==> src/assert_macros.svh <==
// Assertion macros used by the top-level RTL file of the motion profile block.
`ifndef ASSERT_MACROS_SVH
`define ASSERT_MACROS_SVH
`ifndef SYNTH
`define TMP_ASSERT(label, prop, msg) \
    label: assert property (@(posedge clk) disable iff (!rst_n) prop) else $error(msg);
`define TMP_ASSERT_NEVER(label, expr, msg) \
    label: assert property (@(posedge clk) disable iff (!rst_n) !(expr)) else $error(msg);
`else
`define TMP_ASSERT(label, prop, msg)
`define TMP_ASSERT_NEVER(label, expr, msg)
`endif
`endif

==> src/tmp_pkg.sv <==
// Shared constants, codes and types of the trapezoid motion profile block.
package tmp_pkg;
    localparam int TIME_BITS_DEF = 32;
    localparam int DQ_W          = 23;
    localparam int DT_CAP_LOG    = 22;
    localparam int A_BITS        = 6;
    localparam int V_BITS        = 9;
    localparam int L_BITS        = 14;
    localparam int MUL_CNT_W     = 5;
    localparam int QDIV_N_W      = 52;
    localparam int QDIV_D_W      = 11;
    localparam int QUAD_DIVISOR  = 2000;
    localparam int POS_LIMIT     = 10000000;
    localparam int SPEED_LIMIT   = 500000;
    localparam int P1_W          = 29;

    localparam logic [2:0] PH_ACCEL      = 3'd0;
    localparam logic [2:0] PH_CRUISE     = 3'd1;
    localparam logic [2:0] PH_DECEL      = 3'd2;
    localparam logic [2:0] PH_HOLD       = 3'd3;
    localparam logic [2:0] PH_BACK_ACCEL = 3'd4;
    localparam logic [2:0] PH_BACK_CRUISE= 3'd5;
    localparam logic [2:0] PH_BACK_DECEL = 3'd6;
    localparam logic [2:0] PH_IDLE       = 3'd7;

    localparam logic [1:0] KIND_TICK    = 2'd0;
    localparam logic [1:0] KIND_EXTEND  = 2'd1;
    localparam logic [1:0] KIND_RETRACT = 2'd2;
    localparam logic [1:0] KIND_ABORT   = 2'd3;

    localparam logic [1:0] CFG_TARGET = 2'd0;
    localparam logic [1:0] CFG_SPEED  = 2'd1;
    localparam logic [1:0] CFG_ACCEL  = 2'd2;

    typedef struct packed {
        logic                 start;
        logic [MUL_CNT_W-1:0] len;
    } mul_cmd_t;
endpackage

==> src/tmp_mul.sv <==
// Bit-serial shift-add multiplier, one multiplier bit per cycle.
module tmp_mul #(
    parameter int MC_W = 32,
    parameter int ML_W = 23
) (
    input  logic                    clk,
    input  logic                    rst_n,
    input  tmp_pkg::mul_cmd_t       cmd,
    input  logic [MC_W-1:0]         mcand,
    input  logic [ML_W-1:0]         mlier,
    output logic [MC_W+ML_W-1:0]    product,
    output logic                    done
);
    import tmp_pkg::*;

    localparam int PW = MC_W + ML_W;

    logic [PW-1:0]        acc_reg;
    logic [PW-1:0]        mc_reg;
    logic [ML_W-1:0]      ml_reg;
    logic [MUL_CNT_W-1:0] cnt_reg;
    logic [MUL_CNT_W-1:0] len_reg;
    logic                 busy_reg;
    logic                 done_reg;

    always_ff @(posedge clk or negedge rst_n)
    begin
        if (!rst_n)
        begin
            busy_reg <= 1'b0;
            done_reg <= 1'b0;
        end
        else
        begin
            done_reg <= 1'b0;
            if (cmd.start)
            begin
                busy_reg <= 1'b1;
            end
            else if (busy_reg && cnt_reg == len_reg - MUL_CNT_W'(1))
            begin
                busy_reg <= 1'b0;
                done_reg <= 1'b1;
            end
        end
    end

    always_ff @(posedge clk)
    begin
        if (cmd.start)
        begin
            acc_reg <= '0;
            mc_reg  <= PW'(mcand);
            ml_reg  <= mlier;
            cnt_reg <= '0;
            len_reg <= cmd.len;
        end
        else if (busy_reg)
        begin
            // add the shifted multiplicand when the current bit is set
            if (ml_reg[0])
            begin
                acc_reg <= acc_reg + mc_reg;
            end
            mc_reg  <= mc_reg << 1;
            ml_reg  <= ml_reg >> 1;
            cnt_reg <= cnt_reg + MUL_CNT_W'(1);
        end
    end

    assign product = acc_reg;
    assign done    = done_reg;
endmodule

==> src/tmp_div.sv <==
// Restoring divider, one quotient bit per cycle.
module tmp_div #(
    parameter int N_W = 9,
    parameter int D_W = 6
) (
    input  logic           clk,
    input  logic           rst_n,
    input  logic           start,
    input  logic [N_W-1:0] dividend,
    input  logic [D_W-1:0] divisor,
    output logic [N_W-1:0] quotient,
    output logic           done
);
    localparam int CW = $clog2(N_W);

    logic [N_W-1:0] dvd_reg;
    logic [D_W-1:0] rem_reg;
    logic [D_W-1:0] dsr_reg;
    logic [CW-1:0]  cnt_reg;
    logic           busy_reg;
    logic           done_reg;
    logic [D_W:0]   trial;
    logic           fits;

    assign trial = {rem_reg, dvd_reg[N_W-1]};
    assign fits  = trial >= {1'b0, dsr_reg};

    always_ff @(posedge clk or negedge rst_n)
    begin
        if (!rst_n)
        begin
            busy_reg <= 1'b0;
            done_reg <= 1'b0;
        end
        else
        begin
            done_reg <= 1'b0;
            if (start)
            begin
                busy_reg <= 1'b1;
            end
            else if (busy_reg && cnt_reg == CW'(N_W - 1))
            begin
                busy_reg <= 1'b0;
                done_reg <= 1'b1;
            end
        end
    end

    always_ff @(posedge clk)
    begin
        if (start)
        begin
            dvd_reg <= dividend;
            rem_reg <= '0;
            dsr_reg <= divisor;
            cnt_reg <= '0;
        end
        else if (busy_reg)
        begin
            // shift the next dividend bit in, keep the quotient bit in its place
            rem_reg <= fits ? D_W'(trial - {1'b0, dsr_reg}) : D_W'(trial);
            dvd_reg <= {dvd_reg[N_W-2:0], fits};
            cnt_reg <= cnt_reg + CW'(1);
        end
    end

    assign quotient = dvd_reg;
    assign done     = done_reg;
endmodule

==> src/trapezoid_motion_profile.sv <==
// Top level of the trapezoid motion profile generator.
// Each input word is one timed event (tick, start extension, start retraction,
// abort) and yields exactly one output word: phase, position in um, speed in
// um/s and acceleration in mm/s^2. Start, abort and ticks in the hold or idle
// phase pass through the S_FIN state to the output register, loaded once the
// output is free. For a tick in a moving phase a bit-serial multiplier forms
// a*dt, then a*dt*dt, then v*dt beside the bit-serial division of the
// quadratic term by 2000, which ends last; each serial step is started by a
// registered strobe, its result is taken when done, and S_FIN then loads the
// output register. The ramp time quotient speed/accel is divided out beside
// the first products. A new word is taken once the previous one sits in the
// output register. Configuration is written through cfg_we/cfg_index/cfg_data
// while idle; the user must keep to this, the block does not enforce it.
module trapezoid_motion_profile #(
    parameter int TIME_BITS = tmp_pkg::TIME_BITS_DEF
) (
    input  logic                clk,
    input  logic                rst_n,
    input  logic                cfg_we,
    input  logic [1:0]          cfg_index,
    input  logic [13:0]         cfg_data,
    input  logic                in_valid,
    output logic                in_ready,
    input  logic [1:0]          kind,
    input  logic [31:0]         elapsed_ms,
    output logic                out_valid,
    input  logic                out_ready,
    output logic [2:0]          phase,
    output logic signed [24:0]  position_um,
    output logic [18:0]         speed_um_s,
    output logic [5:0]          accel_out_mm_s2
);
    import tmp_pkg::*;

    `include "assert_macros.svh"

    localparam int TW    = TIME_BITS;
    localparam int MC_W  = (TW > P1_W) ? TW : P1_W;
    localparam int PW    = MC_W + DQ_W;
    localparam int SW    = (TW + 11 > 42) ? TW + 11 : 42;
    localparam int DTX_W = (TW > DQ_W) ? TW : DQ_W;
    localparam int P3_W  = TW + V_BITS;

    typedef enum logic [2:0] {S_IDLE, S_MUL1, S_MUL2, S_TAIL, S_FIN} state_t;

    state_t state_reg, state_next;

    // configuration
    logic [L_BITS-1:0] tgt_reg;
    logic [V_BITS-1:0] spd_reg;
    logic [A_BITS-1:0] acc_reg;

    // per-event working registers
    logic [1:0]          kind_reg, kind_next;
    logic [TW-1:0]       now_reg, now_next;
    logic [TW-1:0]       dt_reg, dt_next;
    logic [V_BITS-1:0]   ratio_reg, ratio_next;
    logic [P1_W-1:0]     p1_reg, p1_next;
    logic [QDIV_N_W-1:0] p2_reg, p2_next;
    logic [P3_W-1:0]     p3_reg, p3_next;
    logic [QDIV_N_W-1:0] quad_reg, quad_next;
    logic                mstart_reg, mstart_next;
    logic                vstart_reg, vstart_next;
    logic                qstart_reg, qstart_next;

    // profile state
    logic [2:0]          ph_reg, ph_next;
    logic [TW-1:0]       seg_ms_reg, seg_ms_next;
    logic signed [24:0]  ssp_reg, ssp_next;
    logic signed [24:0]  hpos_reg, hpos_next;
    logic [18:0]         hspd_reg, hspd_next;
    logic [5:0]          hacc_reg, hacc_next;

    // output register
    logic                ovalid_reg, ovalid_next;
    logic [2:0]          ophase_reg, ophase_next;
    logic signed [24:0]  opos_reg, opos_next;
    logic [18:0]         ospd_reg, ospd_next;
    logic [5:0]          oacc_reg, oacc_next;

    // datapath
    mul_cmd_t            mul_cmd;
    logic [MC_W-1:0]     mul_mcand;
    logic [DQ_W-1:0]     mul_mlier;
    logic [PW-1:0]       mul_prod;
    logic                mul_done;
    logic [V_BITS-1:0]   vdiv_q;
    logic                vdiv_done;
    logic [QDIV_N_W-1:0] qdiv_q;
    logic                qdiv_done;

    logic [TW-1:0]       now_in;
    logic [A_BITS-1:0]   a_eff;
    logic [DTX_W-1:0]    dt_x;
    logic [DQ_W-1:0]     dq;
    logic [18:0]         ramp_ms;
    logic                ramp_done;
    logic                accept;
    logic                moving;
    logic                out_free;
    logic signed [SW-1:0] len_s, vum_s, p1_s, p3_s, quad_s, ssp_s, sum_s;
    logic signed [24:0]  pos_t;
    logic signed [SW-1:0] pos_x;

    function automatic logic signed [24:0] sat_pos(input logic signed [SW-1:0] p);
        if (p > SW'(POS_LIMIT))
        begin
            return 25'(POS_LIMIT);
        end
        else if (p < SW'(-POS_LIMIT))
        begin
            return 25'(-POS_LIMIT);
        end
        return 25'(p);
    endfunction

    function automatic logic [18:0] sat_spd(input logic signed [SW-1:0] s);
        if (s > SW'(SPEED_LIMIT))
        begin
            return 19'(SPEED_LIMIT);
        end
        else if (s < SW'(0))
        begin
            return '0;
        end
        return 19'(s);
    endfunction

    // configuration writes; an index past the list is dropped
    always_ff @(posedge clk or negedge rst_n)
    begin
        if (!rst_n)
        begin
            tgt_reg <= L_BITS'(2000);
            spd_reg <= V_BITS'(200);
            acc_reg <= A_BITS'(5);
        end
        else if (cfg_we)
        begin
            case (cfg_index)
                CFG_TARGET: tgt_reg <= cfg_data;
                CFG_SPEED:  spd_reg <= cfg_data[V_BITS-1:0];
                CFG_ACCEL:  acc_reg <= cfg_data[A_BITS-1:0];
                default:    ;
            endcase
        end
    end

    assign now_in   = TW'(elapsed_ms);
    assign in_ready = (state_reg == S_IDLE);
    assign accept   = in_valid && in_ready;
    assign out_free = !ovalid_reg || out_ready;
    assign moving   = (ph_reg != PH_HOLD) && (ph_reg != PH_IDLE);
    assign a_eff    = (acc_reg == '0) ? A_BITS'(1) : acc_reg;

    // ramp-term time is capped at 2^22 ms
    assign dt_x = DTX_W'(dt_reg);
    assign dq   = (dt_x >= DTX_W'(64'd1 << DT_CAP_LOG)) ? DQ_W'(64'd1 << DT_CAP_LOG)
                                                         : DQ_W'(dt_x);

    // ramp time = (v / a) * 1000 ms, formed from shifts
    assign ramp_ms   = 19'({ratio_reg, 10'd0}) - 19'({ratio_reg, 4'd0})
                     - 19'({ratio_reg, 3'd0});
    assign ramp_done = dt_x >= DTX_W'(ramp_ms);

    // serial unit operand select follows the sequencer state
    always_comb
    begin
        case (state_reg)
            S_MUL1:
            begin
                mul_mcand   = MC_W'(dq);
                mul_mlier   = DQ_W'(a_eff);
                mul_cmd.len = MUL_CNT_W'(A_BITS);
            end
            S_MUL2:
            begin
                mul_mcand   = MC_W'(p1_reg);
                mul_mlier   = dq;
                mul_cmd.len = MUL_CNT_W'(DQ_W);
            end
            default:
            begin
                mul_mcand   = MC_W'(dt_reg);
                mul_mlier   = DQ_W'(spd_reg);
                mul_cmd.len = MUL_CNT_W'(V_BITS);
            end
        endcase
        mul_cmd.start = mstart_reg;
    end

    tmp_mul #(.MC_W(MC_W), .ML_W(DQ_W)) u_mul (
        .clk     (clk),
        .rst_n   (rst_n),
        .cmd     (mul_cmd),
        .mcand   (mul_mcand),
        .mlier   (mul_mlier),
        .product (mul_prod),
        .done    (mul_done)
    );

    tmp_div #(.N_W(V_BITS), .D_W(A_BITS)) u_vdiv (
        .clk      (clk),
        .rst_n    (rst_n),
        .start    (vstart_reg),
        .dividend (spd_reg),
        .divisor  (a_eff),
        .quotient (vdiv_q),
        .done     (vdiv_done)
    );

    tmp_div #(.N_W(QDIV_N_W), .D_W(QDIV_D_W)) u_qdiv (
        .clk      (clk),
        .rst_n    (rst_n),
        .start    (qstart_reg),
        .dividend (p2_reg),
        .divisor  (QDIV_D_W'(QUAD_DIVISOR)),
        .quotient (qdiv_q),
        .done     (qdiv_done)
    );

    // signed terms of the profile point
    assign len_s  = SW'({tgt_reg, 10'd0}) - SW'({tgt_reg, 4'd0}) - SW'({tgt_reg, 3'd0});
    assign vum_s  = SW'({spd_reg, 10'd0}) - SW'({spd_reg, 4'd0}) - SW'({spd_reg, 3'd0});
    assign p1_s   = SW'(p1_reg);
    assign p3_s   = SW'(p3_reg);
    assign quad_s = SW'(quad_reg);
    assign ssp_s  = SW'(ssp_reg);

    always_comb
    begin
        case (ph_reg)
            PH_ACCEL:       sum_s = quad_s;
            PH_CRUISE:      sum_s = ssp_s + p3_s;
            PH_DECEL:       sum_s = ssp_s + p3_s - quad_s;
            PH_BACK_ACCEL:  sum_s = len_s - quad_s;
            PH_BACK_CRUISE: sum_s = ssp_s - p3_s;
            default:        sum_s = ssp_s - p3_s - quad_s;
        endcase
    end

    assign pos_t = sat_pos(sum_s);
    assign pos_x = SW'(pos_t);

    // sequencer and profile state
    always_comb
    begin
        state_next  = state_reg;
        kind_next   = kind_reg;
        now_next    = now_reg;
        dt_next     = dt_reg;
        ratio_next  = ratio_reg;
        p1_next     = p1_reg;
        p2_next     = p2_reg;
        p3_next     = p3_reg;
        quad_next   = quad_reg;
        mstart_next = 1'b0;
        vstart_next = 1'b0;
        qstart_next = 1'b0;
        ph_next     = ph_reg;
        seg_ms_next = seg_ms_reg;
        ssp_next    = ssp_reg;
        hpos_next   = hpos_reg;
        hspd_next   = hspd_reg;
        hacc_next   = hacc_reg;
        ovalid_next = ovalid_reg && !out_ready;
        ophase_next = ophase_reg;
        opos_next   = opos_reg;
        ospd_next   = ospd_reg;
        oacc_next   = oacc_reg;

        if (vdiv_done)
        begin
            ratio_next = vdiv_q;
        end

        case (state_reg)
            S_IDLE:
            begin
                if (accept)
                begin
                    kind_next = kind;
                    now_next  = now_in;
                    dt_next   = now_in - seg_ms_reg;
                    if (kind == KIND_TICK && moving)
                    begin
                        state_next  = S_MUL1;
                        mstart_next = 1'b1;
                        vstart_next = 1'b1;
                    end
                    else
                    begin
                        state_next = S_FIN;
                    end
                end
            end
            S_MUL1:
            begin
                if (mul_done)
                begin
                    p1_next     = P1_W'(mul_prod);
                    mstart_next = 1'b1;
                    state_next  = S_MUL2;
                end
            end
            S_MUL2:
            begin
                if (mul_done)
                begin
                    p2_next     = QDIV_N_W'(mul_prod);
                    mstart_next = 1'b1;
                    qstart_next = 1'b1;
                    state_next  = S_TAIL;
                end
            end
            S_TAIL:
            begin
                // v*dt finishes well before the quadratic division
                if (mul_done)
                begin
                    p3_next = P3_W'(mul_prod);
                end
                if (qdiv_done)
                begin
                    quad_next  = qdiv_q;
                    state_next = S_FIN;
                end
            end
            S_FIN:
            begin
                if (out_free)
                begin
                    case (kind_reg)
                        KIND_EXTEND, KIND_RETRACT:
                        begin
                            ph_next     = (kind_reg == KIND_EXTEND) ? PH_ACCEL : PH_BACK_ACCEL;
                            seg_ms_next = now_reg;
                            ssp_next    = '0;
                        end
                        KIND_ABORT:
                        begin
                            ph_next   = PH_IDLE;
                            hpos_next = '0;
                            hspd_next = '0;
                            hacc_next = '0;
                        end
                        default:
                        begin
                            case (ph_reg)
                                PH_ACCEL, PH_BACK_ACCEL:
                                begin
                                    hacc_next = a_eff;
                                    hspd_next = sat_spd(p1_s);
                                    hpos_next = pos_t;
                                    if (ramp_done)
                                    begin
                                        ph_next     = ph_reg + 3'd1;
                                        seg_ms_next = now_reg;
                                        ssp_next    = pos_t;
                                    end
                                end
                                PH_CRUISE, PH_BACK_CRUISE:
                                begin
                                    hacc_next = '0;
                                    hspd_next = sat_spd(vum_s);
                                    hpos_next = pos_t;
                                    if ((ph_reg == PH_CRUISE && len_s - pos_x <= ssp_s) ||
                                        (ph_reg == PH_BACK_CRUISE && pos_x <= len_s - ssp_s))
                                    begin
                                        ph_next     = ph_reg + 3'd1;
                                        seg_ms_next = now_reg;
                                        ssp_next    = pos_t;
                                    end
                                end
                                PH_DECEL, PH_BACK_DECEL:
                                begin
                                    if (ramp_done)
                                    begin
                                        hpos_next = (ph_reg == PH_DECEL) ? sat_pos(len_s) : '0;
                                        hspd_next = '0;
                                        hacc_next = '0;
                                        ph_next   = ph_reg + 3'd1;
                                    end
                                    else
                                    begin
                                        hacc_next = a_eff;
                                        hspd_next = sat_spd(vum_s - p1_s);
                                        hpos_next = pos_t;
                                    end
                                end
                                default: ;
                            endcase
                        end
                    endcase
                    ovalid_next = 1'b1;
                    state_next  = S_IDLE;
                end
            end
            default: state_next = S_IDLE;
        endcase

        if (state_reg == S_FIN && out_free)
        begin
            ophase_next = ph_next;
            opos_next   = hpos_next;
            ospd_next   = hspd_next;
            oacc_next   = hacc_next;
        end
    end

    always_ff @(posedge clk or negedge rst_n)
    begin
        if (!rst_n)
        begin
            state_reg  <= S_IDLE;
            mstart_reg <= 1'b0;
            vstart_reg <= 1'b0;
            qstart_reg <= 1'b0;
            ph_reg     <= PH_IDLE;
            seg_ms_reg <= '0;
            ssp_reg    <= '0;
            hpos_reg   <= '0;
            hspd_reg   <= '0;
            hacc_reg   <= '0;
            ovalid_reg <= 1'b0;
        end
        else
        begin
            state_reg  <= state_next;
            mstart_reg <= mstart_next;
            vstart_reg <= vstart_next;
            qstart_reg <= qstart_next;
            ph_reg     <= ph_next;
            seg_ms_reg <= seg_ms_next;
            ssp_reg    <= ssp_next;
            hpos_reg   <= hpos_next;
            hspd_reg   <= hspd_next;
            hacc_reg   <= hacc_next;
            ovalid_reg <= ovalid_next;
        end
    end

    always_ff @(posedge clk)
    begin
        kind_reg   <= kind_next;
        now_reg    <= now_next;
        dt_reg     <= dt_next;
        ratio_reg  <= ratio_next;
        p1_reg     <= p1_next;
        p2_reg     <= p2_next;
        p3_reg     <= p3_next;
        quad_reg   <= quad_next;
        ophase_reg <= ophase_next;
        opos_reg   <= opos_next;
        ospd_reg   <= ospd_next;
        oacc_reg   <= oacc_next;
    end

    assign out_valid       = ovalid_reg;
    assign phase           = ophase_reg;
    assign position_um     = opos_reg;
    assign speed_um_s      = ospd_reg;
    assign accel_out_mm_s2 = oacc_reg;

    // an accepted word always leaves the idle state
    `TMP_ASSERT(a_busy_after_accept, (in_valid && in_ready) |=> !in_ready, "accept did not start work")
    // hold and idle words carry no motion
    `TMP_ASSERT(a_rest_still, (out_valid && (phase == PH_HOLD || phase == PH_IDLE)) |-> (speed_um_s == '0 && accel_out_mm_s2 == '0), "motion at rest")
    // position always within its saturation range
    `TMP_ASSERT_NEVER(a_pos_range, out_valid && (position_um > 25'sd10000000 || position_um < -25'sd10000000), "position out of range")
endmodule

==> config.mk <==
export PLATFORM = sky130hd
export DESIGN_NAME = trapezoid_motion_profile
export DESIGN_NICKNAME = d
export VERILOG_FILES = /design/src/tmp_pkg.sv /design/src/tmp_mul.sv /design/src/tmp_div.sv /design/src/trapezoid_motion_profile.sv
export VERILOG_INCLUDE_DIRS = /design/src /design/src/src
export SDC_FILE = /design/constraint.sdc
export NUM_CORES = 2
export LEC_CHECK = 0
export BUFFER_PORTS_ARGS = -buffer_cell sky130_fd_sc_hd__buf_2
export CAP_MARGIN = 20
export CORE_MARGIN = 2
export CORE_UTILIZATION = 36
export DETAILED_ROUTE_END_ITERATION = 8
export GPL_TIMING_DRIVEN = 0
export SLEW_MARGIN = 15
export SYNTH_ARGS = -nofsm -noshare
export SYNTH_HDL_FRONTEND = slang
export SYNTH_HIERARCHICAL = 1
export SYNTH_SLANG_ARGS = --single-unit
==> constraint.sdc <==
create_clock -name clk -period 16.55 [get_ports clk]
set_input_delay 2.4825 -clock clk [delete_from_list [all_inputs] [get_ports clk]]
set_output_delay 2.4825 -clock clk [all_outputs]
set_load 0.005 [all_outputs]
==> out/summary.txt <==
Run status = complete, no violations
Area after DPL = 54300 sq um
Min-delay worst type = reg -> reg
Synth Instances = 5596
Max frequency = 62.8 MHz
CP max stage cell = clkbuf_1
RD Place Congestion = 1.04
Yosys warnings = 6
Total Wirelength = 185000 microns
Final Critical Period = 15930 ps
CTS Buf Count = 80
Post-DP HPWL = 148000 microns
Slew HR = 20.7%
Worst path max stage delay = 860 ps
Deepest clock path buffer count = 3
Drt pass-1 iters = 7
Nets = 6315
Crit start category = flip-flop
CTS tree = yes
Overall routing resource usage = 24.8%
H-tree Lvls = 3
Final hold viol count = 0
First-pass GRT wire length = 274000 microns
DRC viols = 0
Die X = 381 microns
Initial core utilization = 36.2%
DR vias/cell = 5.73
Final setup fails = 0
Mapped Area = 51100 sq um
Number of global-route vias before repair = 42200
Crit path kind = reg -> reg
Final Cell Area = 57100 sq um
Global route overflow = 0
Chip height = 381 microns
Max_cap viols = 0
Clock root cell = clkbuf_16
Mapped Avg Cell Area = 9.13 sq um
Routed Antenna Nets = 0
CP most frequent cell = a21oi_1
Vias = 44500
Post-route setup TNS = 0 ps
Finished Core Util = 40.4%
Worst Tran Pin Value = 1180 ps
Core box area = 141000 sq um
I/O Buffers = 109
DRT iter0 DRCs = 3950
Nature of the critical path endpoint = flip-flop
RSZ-0062 raised after global routing = false
Clk slew on worst S/H paths = 60 ps
Worst-skew pair later-pin latency = 720 ps
CP required = 17090 ps
Largest net degree at the start of global routing = 90
Period utilisation layout = 96.2%
Final slew viol count = 0
Worst Skew = 64.5 ps
Area Growth Syn to Fin = 11.9%
Clock sink count = 687
CP max FO = 10
CP Data Arrival Time = 16470 ps
Routed WL per cell = 23.8 microns
Area of the die = 145000 sq um
Number of antenna violations at the first check in global routing = 0
Post-CTS Hold Buffers = 0
Row cnt = 138
IO Count = 110
Share of cells above drive strength 1 = 10.1%
==> critical path: cells and delay by family (launching register included) <==
family	cells	cell delay, ps
and+or+nand+nor	19	5370
DFF	1	590
adders and majority gates	3	1040
buffers and inverters	6	3000
AOI/OAI and AO/OA	19	5680
==> layout make-up <==
cell class / count / area, sq um
fill: 14200 / 84100
multi-input combinational: 4241 / 29700
sequential: 687 / 18800
tap: 1890 / 2360
clock buffer: 96 / 2100
inverter: 426 / 1600
buffer: 250 / 1030
timing repair buffer: 124 / 815
clock inverter: 53 / 656
antenna: 1 / 2.50
==> metal layers <==
metal | global-route usage, % | vias to the layer above | share of wire, %
met2 | 38.4 | 1583 | 44
met1 | 34.5 | 21500 | 45
met5 | 0 | - | 0
met4 | 11.0 | 0 | 4.6
li1 | - | 21100 | -
met3 | 3.37 | 328 | 6.6
==> placed cells by master (no fill, tap or decap), drive strengths merged, types with 170 or more instances in the layout <==
cell type	instances
a21oi	472
nand2	451
ha	441
edfxtp	431
inv	430
nor2	400
o21ai	361
clkbuf	299
xnor2	193
buf	170
==> final timing paths <==
| kind | start | to | slack [ps] | cells after the start |
|---|---|---|---|---|
| min | u_qdiv/quotient[17] | quad_reg[17] | 410 | 0 |
| max | ph_reg[2] | ssp_reg[24] | 620 | 47 |
| min reg2reg | u_qdiv/quotient[17] | quad_reg[17] | 410 | 0 |
| max in group asynchronous | rst_n | ssp_reg[24] | 13880 | 2 |
| min in group asynchronous | rst_n | u_vdiv/busy_reg | 1730 | 1 |
| max reg2reg | ph_reg[2] | ssp_reg[24] | 620 | 47 |
==> stage by stage <==
step	hold slack [ps]	worst slack, ps	std cells
after global routing	438	118	7767
after global placement	431	-1220	7604
after CTS	396	79.6	7767
after detailed placement	431	-1120	7616
after floorplan	422	4350	5605
final	410	621	7768
==> repair_timing <==
action,CTS,global route
pin swaps,2,1
setup endpoints to repair,57,57
endpoints found under the hold margin,0,0
resized for setup,12,9
setup buffers,2,1
Power is not shown: default switching activity piles up to over one toggle a cycle in this logic, so the estimate is an artifact.
